[src/rtl/core/assert_macros.svh]
// ----------------------------------------------------------------------------
// Assertion macros
// Shared concurrent assertion forms for the RTL of this project.
// ----------------------------------------------------------------------------
`ifndef ASSERT_MACROS_SVH
`define ASSERT_MACROS_SVH

// The expression holds at every clock edge outside reset.
`define ASSERT_ALWAYS(label, clk, rst, expr, msg) \
  label: assert property (@(posedge clk) disable iff (rst) (expr)) else $error(msg);

// The consequent holds in the same cycle as the antecedent.
`define ASSERT_IMPLY(label, clk, rst, ante, cons, msg) \
  label: assert property (@(posedge clk) disable iff (rst) (ante) |-> (cons)) else $error(msg);

// The consequent holds in the cycle after the antecedent.
`define ASSERT_NEXT(label, clk, rst, ante, cons, msg) \
  label: assert property (@(posedge clk) disable iff (rst) (ante) |=> (cons)) else $error(msg);

`endif

[src/rtl/core/pbp_pkg.sv]
// ----------------------------------------------------------------------------
// Policy blob parser package
// Entry kinds, body lengths, result codes and the result record type.
// ----------------------------------------------------------------------------
`default_nettype none

package pbp_pkg;

  localparam logic [7:0] DEFAULT_VERSION  = 8'd1;
  localparam logic [7:0] KIND_CFG         = 8'd1;
  localparam logic [7:0] KIND_ASSOC       = 8'd2;
  localparam logic [7:0] KIND_WAKE        = 8'd3;
  localparam int         CFG_BODY_BYTES   = 7;
  localparam int         ASSOC_HEAD_BYTES = 2;
  localparam int         WAKE_BODY_BYTES  = 5;

  localparam logic [2:0] REG_EXPECTED_VERSION = 3'd0;

  localparam int         FIFO_DEPTH          = 4;
  localparam int         PTR_W               = $clog2(FIFO_DEPTH);
  localparam int         CNT_W               = $clog2(FIFO_DEPTH + 1);

  typedef enum logic [2:0] {
    EV_CONFIG = 3'd0,
    EV_GROUP  = 3'd1,
    EV_MEMBER = 3'd2,
    EV_WAKE   = 3'd3,
    EV_ACCEPT = 3'd4,
    EV_REJECT = 3'd5
  } event_t;

  typedef enum logic [2:0] {
    ERR_NONE    = 3'd0,
    ERR_SHORT   = 3'd1,
    ERR_VERSION = 3'd2,
    ERR_TRUNC   = 3'd3,
    ERR_KIND    = 3'd4
  } err_t;

  typedef struct packed {
    event_t      ev;
    logic [7:0]  key;
    logic [7:0]  size;
    logic        sgn;
    logic [31:0] word;
    logic [7:0]  node;
    logic [7:0]  total;
    err_t        err;
    logic        last;
  } res_t;

  function automatic res_t make_res(event_t ev, logic [7:0] key, logic [7:0] size,
                                    logic sgn, logic [31:0] word, logic [7:0] node,
                                    logic [7:0] total, err_t err);
    res_t r;
    r.ev    = ev;
    r.key   = key;
    r.size  = size;
    r.sgn   = sgn;
    r.word  = word;
    r.node  = node;
    r.total = total;
    r.err   = err;
    r.last  = 1'b0;
    return r;
  endfunction

endpackage

`default_nettype wire

[src/rtl/core/policy_blob_parser.sv]
// ----------------------------------------------------------------------------
// Policy blob parser: one blob byte per cycle while ready, records out via a queue.
// Records are registered in the queue when their byte is taken and leave it in order.
// Input ready needs two free slots; a byte causing two records takes two queue slots.
// Reset: synchronous; state, queue and expected_version (to 1) are restored.
// ----------------------------------------------------------------------------
`default_nettype none

`include "assert_macros.svh"

module policy_blob_parser
  import pbp_pkg::*;
(
  input  wire logic        clk,
  input  wire logic        rst,
  // s_axis_tdata: data_byte[7:0]
  input  wire logic        s_axis_tvalid,
  output logic             s_axis_tready,
  input  wire logic [7:0]  s_axis_tdata,
  input  wire logic        s_axis_tlast,
  output logic             m_axis_tvalid,
  input  wire logic        m_axis_tready,
  // m_axis_tdata: entry_key[7:0], value_size[15:8], value_signed[16],
  // word_value[48:17], node_id[56:49], member_total[64:57], fault_code[67:65]
  output logic [71:0]      m_axis_tdata,
  // m_axis_tuser: event_res[2:0]
  output logic [2:0]       m_axis_tuser,
  output logic             m_axis_tlast,
  input  wire logic        psel,
  input  wire logic        penable,
  input  wire logic        pwrite,
  input  wire logic [2:0]  paddr,
  input  wire logic [31:0] pwdata,
  output logic [31:0]      prdata,
  output logic             pready
);

  typedef enum logic [2:0] {
    PH_VERSION = 3'd0,
    PH_COUNT   = 3'd1,
    PH_KIND    = 3'd2,
    PH_CONFIG  = 3'd3,
    PH_ASSOC   = 3'd4,
    PH_MEMBERS = 3'd5,
    PH_WAKE    = 3'd6,
    PH_IGNORE  = 3'd7
  } phase_t;

  logic [7:0]  expected_version;
  phase_t      phase, phase_next;
  logic [7:0]  entries_left, entries_left_next;
  logic [2:0]  body_pos, body_pos_next;
  logic [7:0]  members_left, members_left_next;
  logic [7:0]  held_key, held_key_next;
  logic [7:0]  held_size, held_size_next;
  logic        held_signed, held_signed_next;
  logic [31:0] word_acc, word_acc_next;

  res_t             fifo [FIFO_DEPTH];
  logic [PTR_W-1:0] head, tail;
  logic [CNT_W-1:0] cnt;

  res_t res_a, res_b;
  logic a_valid, b_valid, entry_done;
  logic in_fire, out_fire;
  logic [7:0] b;
  res_t head_res;

  assign pready        = 1'b1;
  assign prdata        = (paddr[2] == REG_EXPECTED_VERSION[2]) ?
                         {24'd0, expected_version} : 32'd0;
  assign s_axis_tready = (cnt <= CNT_W'(FIFO_DEPTH - 2));
  assign in_fire       = s_axis_tvalid && s_axis_tready;
  assign m_axis_tvalid = (cnt != '0);
  assign out_fire      = m_axis_tvalid && m_axis_tready;
  assign b             = s_axis_tdata;

  assign head_res     = fifo[head];
  assign m_axis_tdata = {4'd0, head_res.err, head_res.total, head_res.node, head_res.word,
                         head_res.sgn, head_res.size, head_res.key};
  assign m_axis_tuser = head_res.ev;
  assign m_axis_tlast = head_res.last;

  always_comb begin
    phase_next        = phase;
    entries_left_next = entries_left;
    body_pos_next     = body_pos;
    members_left_next = members_left;
    held_key_next     = held_key;
    held_size_next    = held_size;
    held_signed_next  = held_signed;
    word_acc_next     = word_acc;
    res_a             = '0;
    res_b             = '0;
    a_valid           = 1'b0;
    b_valid           = 1'b0;
    entry_done        = 1'b0;

    unique case (phase)
      PH_VERSION: begin
        if (s_axis_tlast) begin
          res_a   = make_res(EV_REJECT, 8'd0, 8'd0, 1'b0, 32'd0, 8'd0, 8'd0, ERR_SHORT);
          a_valid = 1'b1;
        end else if (b != expected_version) begin
          res_a      = make_res(EV_REJECT, 8'd0, 8'd0, 1'b0, 32'd0, 8'd0, 8'd0, ERR_VERSION);
          a_valid    = 1'b1;
          phase_next = PH_IGNORE;
        end else begin
          phase_next = PH_COUNT;
        end
      end
      PH_COUNT: begin
        entries_left_next = b;
        if (b == 8'd0) begin
          res_a      = make_res(EV_ACCEPT, 8'd0, 8'd0, 1'b0, 32'd0, 8'd0, 8'd0, ERR_NONE);
          a_valid    = 1'b1;
          phase_next = PH_IGNORE;
        end else begin
          phase_next = PH_KIND;
        end
      end
      PH_KIND: begin
        body_pos_next = 3'd0;
        if (b == KIND_CFG) begin
          phase_next = PH_CONFIG;
        end else if (b == KIND_ASSOC) begin
          phase_next = PH_ASSOC;
        end else if (b == KIND_WAKE) begin
          phase_next = PH_WAKE;
        end else begin
          res_a      = make_res(EV_REJECT, 8'd0, 8'd0, 1'b0, 32'd0, 8'd0, 8'd0, ERR_KIND);
          a_valid    = 1'b1;
          phase_next = PH_IGNORE;
        end
      end
      PH_CONFIG: begin
        if (body_pos == 3'd0) begin
          held_key_next = b;
        end else if (body_pos == 3'd1) begin
          held_size_next = b;
        end else if (body_pos == 3'd2) begin
          held_signed_next = (b != 8'd0);
        end else if (body_pos == 3'd3) begin
          word_acc_next = {24'd0, b};
        end else begin
          word_acc_next = {word_acc[23:0], b};
        end
        body_pos_next = body_pos + 3'd1;
        if (body_pos == 3'(CFG_BODY_BYTES - 1)) begin
          body_pos_next = 3'd0;
          res_a      = make_res(EV_CONFIG, held_key, held_size, held_signed,
                                {word_acc[23:0], b}, 8'd0, 8'd0, ERR_NONE);
          a_valid    = 1'b1;
          entry_done = 1'b1;
        end
      end
      PH_ASSOC: begin
        if (body_pos == 3'd0) begin
          held_key_next = b;
          body_pos_next = 3'd1;
        end else begin
          body_pos_next     = 3'd0;
          members_left_next = b;
          res_a   = make_res(EV_GROUP, held_key, 8'd0, 1'b0, 32'd0, 8'd0, b, ERR_NONE);
          a_valid = 1'b1;
          if (b == 8'd0) begin
            entry_done = 1'b1;
          end else begin
            phase_next = PH_MEMBERS;
          end
        end
      end
      PH_MEMBERS: begin
        res_a   = make_res(EV_MEMBER, held_key, 8'd0, 1'b0, 32'd0, b, 8'd0, ERR_NONE);
        a_valid = 1'b1;
        members_left_next = members_left - 8'd1;
        if (members_left_next == 8'd0) begin
          entry_done = 1'b1;
        end
      end
      PH_WAKE: begin
        if (body_pos == 3'd0) begin
          word_acc_next = {24'd0, b};
        end else if (body_pos < 3'(WAKE_BODY_BYTES - 1)) begin
          word_acc_next = {word_acc[23:0], b};
        end
        body_pos_next = body_pos + 3'd1;
        if (body_pos == 3'(WAKE_BODY_BYTES - 1)) begin
          body_pos_next = 3'd0;
          res_a      = make_res(EV_WAKE, 8'd0, 8'd0, 1'b0, word_acc, b, 8'd0, ERR_NONE);
          a_valid    = 1'b1;
          entry_done = 1'b1;
        end
      end
      PH_IGNORE: begin
      end
    endcase

    if (entry_done) begin
      entries_left_next = entries_left - 8'd1;
      if (entries_left_next == 8'd0) begin
        phase_next = PH_IGNORE;
        res_b      = make_res(EV_ACCEPT, 8'd0, 8'd0, 1'b0, 32'd0, 8'd0, 8'd0, ERR_NONE);
        b_valid    = 1'b1;
      end else begin
        phase_next = PH_KIND;
      end
    end

    if (s_axis_tlast) begin
      if (phase_next != PH_IGNORE && phase_next != PH_VERSION) begin
        if (a_valid) begin
          res_b   = make_res(EV_REJECT, 8'd0, 8'd0, 1'b0, 32'd0, 8'd0, 8'd0, ERR_TRUNC);
          b_valid = 1'b1;
        end else begin
          res_a   = make_res(EV_REJECT, 8'd0, 8'd0, 1'b0, 32'd0, 8'd0, 8'd0, ERR_TRUNC);
          a_valid = 1'b1;
        end
      end
      phase_next        = PH_VERSION;
      entries_left_next = 8'd0;
      body_pos_next     = 3'd0;
      members_left_next = 8'd0;
      held_key_next     = 8'd0;
      held_size_next    = 8'd0;
      held_signed_next  = 1'b0;
      word_acc_next     = 32'd0;
    end

    res_a.last = !b_valid;
    res_b.last = 1'b1;
  end

  always_ff @(posedge clk) begin
    if (rst) begin
      expected_version <= DEFAULT_VERSION;
      phase            <= PH_VERSION;
      entries_left     <= 8'd0;
      body_pos         <= 3'd0;
      members_left     <= 8'd0;
      held_key         <= 8'd0;
      held_size        <= 8'd0;
      held_signed      <= 1'b0;
      word_acc         <= 32'd0;
      head             <= '0;
      tail             <= '0;
      cnt              <= '0;
    end else begin
      if (psel && penable && pwrite && pready && (paddr[2] == REG_EXPECTED_VERSION[2])) begin
        expected_version <= pwdata[7:0];
      end
      if (in_fire) begin
        phase        <= phase_next;
        entries_left <= entries_left_next;
        body_pos     <= body_pos_next;
        members_left <= members_left_next;
        held_key     <= held_key_next;
        held_size    <= held_size_next;
        held_signed  <= held_signed_next;
        word_acc     <= word_acc_next;
        if (a_valid && b_valid) begin
          tail <= tail + PTR_W'(2);
        end else if (a_valid) begin
          tail <= tail + PTR_W'(1);
        end
      end
      if (out_fire) begin
        head <= head + PTR_W'(1);
      end
      cnt <= cnt + CNT_W'(in_fire && a_valid) + CNT_W'(in_fire && b_valid)
                 - CNT_W'(out_fire);
    end
  end

  always_ff @(posedge clk) begin
    if (in_fire && a_valid) begin
      fifo[tail] <= res_a;
    end
    if (in_fire && b_valid) begin
      fifo[tail + PTR_W'(1)] <= res_b;
    end
  end

  `ASSERT_ALWAYS(a_no_overflow, clk, rst, cnt <= CNT_W'(FIFO_DEPTH),
                 "result queue overflow")
  `ASSERT_NEXT(a_final_resets, clk, rst, in_fire && s_axis_tlast, phase == PH_VERSION,
               "phase not cleared after final byte")
  `ASSERT_IMPLY(a_verdict_last, clk, rst,
                m_axis_tvalid && (m_axis_tuser == EV_ACCEPT || m_axis_tuser == EV_REJECT),
                m_axis_tlast, "verdict is not the last record of its byte")
  `ASSERT_IMPLY(a_err_on_reject, clk, rst, m_axis_tvalid && m_axis_tuser != EV_REJECT,
                m_axis_tdata[67:65] == 3'd0, "error code outside a reject")

endmodule

`default_nettype wire

[config.mk]
export PLATFORM = sky130hd
export DESIGN_NAME = policy_blob_parser
export DESIGN_NICKNAME = d
export VERILOG_FILES = /design/src/rtl/core/pbp_pkg.sv /design/src/rtl/core/policy_blob_parser.sv
export VERILOG_INCLUDE_DIRS = /design/src /design/src/rtl/core
export SDC_FILE = /design/constraint.sdc
export NUM_CORES = 1
export LEC_CHECK = 0
export BUFFER_PORTS_ARGS = -buffer_cell sky130_fd_sc_hd__buf_4
export CELL_PAD_IN_SITES_DETAIL_PLACEMENT = 1
export CELL_PAD_IN_SITES_GLOBAL_PLACEMENT = 2
export CORE_ASPECT_RATIO = 1.2
export CORE_MARGIN = 8
export CORE_UTILIZATION = 33
export DETAILED_ROUTE_END_ITERATION = 8
export PLACE_DENSITY_LB_ADDON = 0.05
export SYNTH_ARGS = -nofsm -noshare
export SYNTH_HDL_FRONTEND = slang
export SYNTH_SLANG_ARGS = --single-unit
[constraint.sdc]
create_clock -name clk -period 3.97 [get_ports clk]
set_input_delay 0.397 -clock clk [delete_from_list [all_inputs] [get_ports clk]]
set_output_delay 0.397 -clock clk [all_outputs]
set_load 0.01 [all_outputs]
* Word-level counts from Yosys, hierarchy flattened
Memory sizes are Yosys's and may differ from the RTL's. A register that Yosys moved wholly into a read port is not among the register bits.
Index checks and enable logic that the tools add are counted.
** Word-level totals
- Bits in registers :: 86
- Bits in latches :: 0
- Memory bits (writable) :: 288
- Memory bits (read-only) :: 0
- Input bits :: 51
- Output and inout port bits :: 111
- Word-level logic and storage cells :: 175
- Memories kept :: 1
** Cells by class
- Add/subtract/negate cells :: 9
- $mul :: 0
- Divide/modulo/power cells :: 0
- Order comparisons :: 2
- Equality and inequality tests :: 23
- Shift operators :: 0
- Muxes and demuxes :: 90
- Bitwise logic cells :: 1
- Reductions and logical operators :: 37
** Memory list
- fifo :: depth 4, bits a word 72, read ports 1, clocked after Yosys merged registers in 1, wr ports 2, RTL line policy_blob_parser.sv:59 : res_t fifo [FIFO_DEPTH];
** Operators with widths (count)
- $mux 72 :: 14
- $pmux 72 s7 :: 1
- $mux 32 :: 7
- $mux 8 :: 13
- $mux 71 :: 1
- $mux 70 :: 1
- $mux 69 :: 1
- $pmux 32 s2 :: 1
- $mux 3 :: 12
- $mux 1 :: 29
- $logic_not 8->1 :: 3
- $pmux 3 s4 :: 2
- $eq 8x2->1 const B :: 2
- $pmux 8 s2 :: 1
- $sub 8x1->8 const B :: 2
- $eq 3x3->1 const B :: 5
- $ne 3x3->1 const B :: 5
- $reduce_bool 3->1 :: 5
- $eq 3x2->1 const B :: 4
- $reduce_bool 2->1 :: 6
- $mux 2 :: 5
- $logic_and 1x1->1 :: 9
- $eq 8x1->1 const B :: 1
- $ne 8x8->1 :: 1
- 23 further kinds :: 31

* Depth between registers and ports, before layout
- Word-level depth :: 14
- Mapped depth :: 19
- Gate-level depth less buffers :: 15

* Least setup slack after synthesis
Ideal clock, no wire load.
- Path kind :: input port to flip-flop
- From :: in s_axis_tdata[3]
- To :: reg cnt[2]
- Setup time :: 0.128 ns
- Arrival time :: 4.174 ns
- Data required time :: 3.842 ns
- Slack :: -0.332 ns
- Cell stages on the path :: 18
- Buffers on the path :: 5
- Cells stage by stage :: buf_2 or4_1 buf_2 o31a_1 or4_4 or3_1 buf_2 nand2_2 o21ai_4 inv_2 buf_6 buf_6 ha_1 inv_1 fa_1 fa_1 xor2_1 nor2_1
** Between the ends
- Longest elaborated chain between the ends :: 14
- Elaborated cells between the ends (all ways) :: 38
- Classes of those cells :: add/sub: 3; eq/ne: 5; mux: 25; reduce/logical: 5
** Ends and longest elaborated chain
- start, declared :: RTL line policy_blob_parser.sv:19 : input wire logic [7:0] s_axis_tdata,
- $eq 8x2->1 :: RTL line policy_blob_parser.sv:128 : end else if (b == KIND_WAKE) begin
- $mux 1 :: RTL line policy_blob_parser.sv:128
- $mux 2 :: RTL line policy_blob_parser.sv:126 : end else if (b == KIND_ASSOC) begin
- $mux 3 :: RTL line policy_blob_parser.sv:124 : if (b == KIND_CFG) begin
- $pmux 3 s4 :: RTL line policy_blob_parser.sv:99 : unique case (phase)
- $mux 3 :: RTL line policy_blob_parser.sv:199 : if (entry_done) begin
- $ne 3x3->1 / $reduce_bool 3->1 (equally long branches) :: RTL line policy_blob_parser.sv:211 : if (phase_next != PH_IGNORE && phase_next != PH_VERSION) begin
- $logic_and 1x1->1 :: RTL line policy_blob_parser.sv:211
- $mux 1 :: RTL line policy_blob_parser.sv:211
- $mux 1 :: RTL line policy_blob_parser.sv:210 : if (s_axis_tlast) begin
- $logic_and 1x1->1 :: RTL line policy_blob_parser.sv:270 : cnt <= cnt + CNT_W'(in_fire && a_valid) + CNT_W'(in_fire && b_valid)
- $add 3x1->3 :: RTL line policy_blob_parser.sv:270
- $add 3x1->3 (*) :: RTL line policy_blob_parser.sv:270
- $sub 3x1->3 (*) :: RTL line policy_blob_parser.sv:271 : - CNT_W'(out_fire);
- end signal, assigned :: RTL line policy_blob_parser.sv:270
- end, declared :: RTL line policy_blob_parser.sv:61 : logic [CNT_W-1:0] cnt;
Every way passes the cells marked *; elsewhere a longest branch is shown, timed or not.
A chain may end at the register's enable or synchronous reset.

* Worst setup path after layout
- From :: reg body_pos[0]
- To :: reg cnt[1]
** Between the ends
- Longest elaborated chain between the ends :: 12
- Elaborated cells between the ends (all ways) :: 26
- Classes of those cells :: add/sub: 3; eq/ne: 3; mux: 15; reduce/logical: 5
** Ends and longest elaborated chain
- start, declared :: RTL line policy_blob_parser.sv:52 : logic [2:0] body_pos, body_pos_next;
- start signal, assigned :: RTL line policy_blob_parser.sv:255 : body_pos <= body_pos_next;
- $eq 3x3->1 (tied with other cells) :: RTL line policy_blob_parser.sv:188 : if (body_pos == 3'(WAKE_BODY_BYTES - 1)) begin
- $mux 1 (tied with other cells) :: RTL line policy_blob_parser.sv:188
- $pmux 1 s4 / $pmux 3 s4 (equally long branches) :: RTL line policy_blob_parser.sv:99
- $mux 3 :: RTL line policy_blob_parser.sv:199
- $ne 3x3->1 / $reduce_bool 3->1 (equally long branches) :: RTL line policy_blob_parser.sv:211
- $logic_and 1x1->1 :: RTL line policy_blob_parser.sv:211
- $mux 1 :: RTL line policy_blob_parser.sv:211
- $mux 1 :: RTL line policy_blob_parser.sv:210
- $logic_and 1x1->1 :: RTL line policy_blob_parser.sv:270
- $add 3x1->3 :: RTL line policy_blob_parser.sv:270
- $add 3x1->3 (*) :: RTL line policy_blob_parser.sv:270
- $sub 3x1->3 (*) :: RTL line policy_blob_parser.sv:271
Marked as above.

==> reports/qor.csv <==
stage,metric,value,unit
clock_network,Worst-Skew Late Latency,0.59,ns
die,# rows,92,
logic_synthesis,Main synth FF type,dfxtp_1,
timing,FMAX,276,MHz
logic_synthesis,largest cells by area after synthesis,"dfxtp_1, mux4_2, a21oi_1",
die,die area,60000,um^2
placed_design,port buffer count,106,
logic_synthesis,adder-cell area share of the yosys netlist,1.39,%
global_routing,pin count of the biggest net entering global routing,88,
die,die span in x,225,um
clock_network,H-tree Lvls,2,
timing,final period utilization,91.3,%
clock_network,Clock Tree Buf Depth,3,
logic_synthesis,"EDFF count, synth",16,
critical_path,Worst Path Max Fanout,9,
final_layout,layout cell share with drive strength beyond 1,19.2,%
detailed_routing,DR vias,14600,
logic_synthesis,"Distinct cells, synth",73,
clock_network,Root Driver,clkbuf_16,
clock_network,post-CTS setup buffer count,0,
global_routing,met3 usage,2.98,%
detailed_routing,First DRT Iteration DRCs,846,
critical_path,cell count of the worst reg-to-reg path,14,
detailed_routing,wire length per cell,23.3,um
timing,post-route setup TNS,0,ns
timing,Worst slew margin,29.2,%
detailed_routing,DRT Pass-1 Iters,5,
pwr,Power Total,13400,uW
logic_synthesis,Post-Syn Area,17300,um^2
final_layout,synthesis-to-layout area growth,19.2,%
detailed_routing,Detail Route Antenna Nets,0,
pwr,Max VDD drop,0.431,mV
final_layout,# diodes,0,
global_routing,wire length of the first global-routing pass,97200,um
critical_path,"slowest stage delay, CP",0.54,ns
logic_synthesis,post-synth top area cell,dfxtp_1,
timing,RSZ-0062 raised after global routing,no,
global_routing,initial antenna violation count,0,
logic_synthesis,Mean Syn Cell Area,8.99,um^2
placed_design,Detail Placement HPWL,40300,um
logic_synthesis,Post-synth ARST share,0,%
critical_path,Critical Path RT,4.47,ns
timing,"Hold Vio Cnt, Final",0,
clock_network,Clock Sinks,376,
critical_path,critical path capture point type,register,
hold_path,worst hold path depth,3,
clock_network,Num CTS Buffers,43,
run,Max Cap Viol,0,
clock_network,CTS tree,done,
timing,final setup fails,0,
global_routing,gr ovfl total,0,
global_routing,met2 usage,36.9,%
critical_path,R2R Path Start,body_pos[0]$_SDFFE_PP0P_,
logic_synthesis,largest family of logic cells by synthesized area,compound AO/OA/AOI/OAI gates,
hold_path,beginning of the worst hold path,pwdata[0],
outcome,status,"finished, final reports clean",
placed_design,GPL Wtd Cong,0.784,
hold_path,Hold Path Sink,expected_version[0]$_SDFFE_PP1P_,
timing,slew at the pin closest to its max-slew limit,1.06,ns
timing,Slew Limit Fails,0,
critical_path,crit path DAT,4.12,ns
final_layout,# fillers,5903,
logic_synthesis,share of the synthesized area in the top cell type,41.7,%
critical_path,Setup Crit Path Kind,reg2reg,
detailed_routing,Routed WL,63200,um
pwr,PD cells,651,nW/um^2
clock_network,Post-CTS Hold Buffers,0,
logic_synthesis,"Seq/Total Area, Yosys",44.4,%
detailed_routing,Post-route DRC,0,
pwr,LEAKAGE,0.00724,uW
logic_synthesis,mux cell area share after synthesis,10.4,%
critical_path,reg-to-reg endpoint,cnt[1]$_SDFF_PP0_,
timing,Layout Skew,0.0252,ns
critical_path,reg-to-reg setup timing slack,0.35,ns
hold_path,worst min path class,in2reg,
die,Initial Util,33.2,%
clock_network,"CTS clk-pin slew, worst paths",0.06,ns
global_routing,Top Usage Layer GRT,met2,
logic_synthesis,simple-gate share of the synthesized area,16.7,%
logic_synthesis,synthesized instance count,1923,
logic_synthesis,post-synthesis xor/xnor area fraction,0.911,%
global_routing,GRT Overall Usage,20.9,%
timing,min Tclk post-route,3.62,ns
logic_synthesis,Yosys reg bits,376,
logic_synthesis,Synthesis Warnings,0,
logic_synthesis,Compound-Gate Fraction of Synth Area,20.2,%
die,die height,267,um
critical_path,crit-path cells,inv_1 -> ha_1 -> nor2b_1 -> nand2_1 -> nor2_2 -> a311oi_1 -> a21oi_2 -> o21ai_4 -> inv_2 -> ha_4 -> inv_2 -> fa_2 -> fa_2 -> nor2b_1,
critical_path,crit start category,register,
global_routing,M1 GR Usage,26.4,%
die,I/O pin cnt,162,
die,CORE AREA,52100,um^2
detailed_routing,Vias per Instance,5.38,
final_layout,nets@finish,2046,
critical_path,Crit-path slowest cell,a311oi_1,
critical_path,CP top delay family,adder cells,
global_routing,number of global-route vias before repair,15400,
critical_path,CP bufs+invs,3,
[what timing repair did]
item / 4_1_cts / 5_1_grt
hold endpoints to repair: 0 / 0
resized for setup: 0 / 2
setup endpoints to repair: 0 / 26
[worst max path at each step]
stage,startpoint,end,slack [ns],cells after the start
after CTS,members_left[0]$_SDFFE_PP0P_,fifo[0][21]$_SDFFE_PP0P_,0.22,12
after global placement,s_axis_tdata[2],cnt[2]$_SDFF_PP0_,0.17,14
after floorplan,s_axis_tdata[2],cnt[1]$_SDFF_PP0_,-0.02,17
final,body_pos[0]$_SDFFE_PP0P_,cnt[1]$_SDFF_PP0_,0.35,14
after detailed placement,s_axis_tdata[2],cnt[1]$_SDFF_PP0_,0.16,13
after global routing,body_pos[0]$_SDFFE_PP0P_,cnt[1]$_SDFF_PP0_,0.09,14
[logic make-up after synthesis]
logic type                 after synthesis
AOI/OAI and AO/OA                      540
xor gates and xnor gates                18
adders and majority gates               18
buffers and inverters                  222
DFF                                    376
muxes                                   89
other                                    2
and+or+nand+nor                        658
[layout make-up]
| cell class | instances | area [um^2] | share of cell area (%) |
|---|---|---|---|
| Tap cell | 705 | 882 | 4.28 |
| Clock inverter | 15 | 196 | 0.953 |
| Sequential cell | 376 | 7690 | 37.3 |
| Multi-Input combinational cell | 1352 | 8800 | 42.7 |
| Inverter | 21 | 78.8 | 0.382 |
| Clock buffer | 64 | 1290 | 6.24 |
| Timing Repair Buffer | 183 | 1680 | 8.14 |
[routing by layer]
layer  wire, um  part of all wire (%)
met5          0                     0
met4       1290                   2.0
met3       1950                   3.1
met2      31800                    50
met1      28200                    45
[Yosys cell counts, types with 4 or more instances]
master    count
dfxtp_1     360
nand2_1     300
a21oi_1     232
nor2_1      157
clkbuf_1    117
a211oi_1    102
nand3_1      96
mux4_2       72
o21ai_0      47
a22oi_1      41
buf_4        33
buf_2        30
a211oi_2     29
o211ai_1     20
nor2b_1      19
and2_1       18
inv_1        18
o21ai_1      18
mux2i_1      17
buf_1        16
edfxtp_1     16
ha_1         16
nor3_1       16
xor2_1       14
o22ai_1      10
and3_1        9
nor4_1        8
buf_6         5
nor3b_1       5
or3_1         5
a21o_1        4
a31oi_1       4
nand3b_1      4
xnor2_1       4
[layout by cell type, fill, tap and decap left out, drive strengths merged, types with 64 or more instances in the layout]
cell type / count
dfxtp: 360
o21ai: 67
nor2: 159
mux4: 72
nand3: 97
clkbuf: 64
a211oi: 131
nand2: 301
a21oi: 233
buf: 183
[flip-flops by register name, summed over array words and instances (netlist names), named ones only]
signal / flops
word_acc: 32
entries_left: 8
cnt: 3
expected_version: 8
phase: 3
fifo: 288
head: 2
held_size: 8
members_left: 8
body_pos: 3
tail: 2
held_key: 8
held_signed: 1
[tightest hold or removal path, stage by stage]
cell	delay [ns]
buf_4	0.08
nand2_1	0.04
nand3b_1	0.07
[power by group]
part	leakage [uW]	internal (uW)	switching, uW	total (uW)
sequential	0.00310	4590	489	5080
clock	0.000729	2460	1730	4180
combinational	0.00341	1820	2350	4170
[through the flow]
stage | instances | hold WS, ns | worst slack [ns] | util (%) | instance area [um^2]
final | 2716 | 0.0618 | 0.346 | 39.5 | 20600
after global routing | 2716 | 0.0535 | 0.0914 | 39.5 | 20600
after CTS | 2716 | 0.0245 | 0.224 | 39.5 | 20600
after detailed placement | 2637 | 0.447 | 0.155 | 36.7 | 19100
after global placement | 2637 | 0.438 | 0.173 | 36.7 | 19100
after floorplan | 1950 | 0.425 | -0.0185 | - | 17400
No activity file was read; power rests on OpenSTA's default activity.
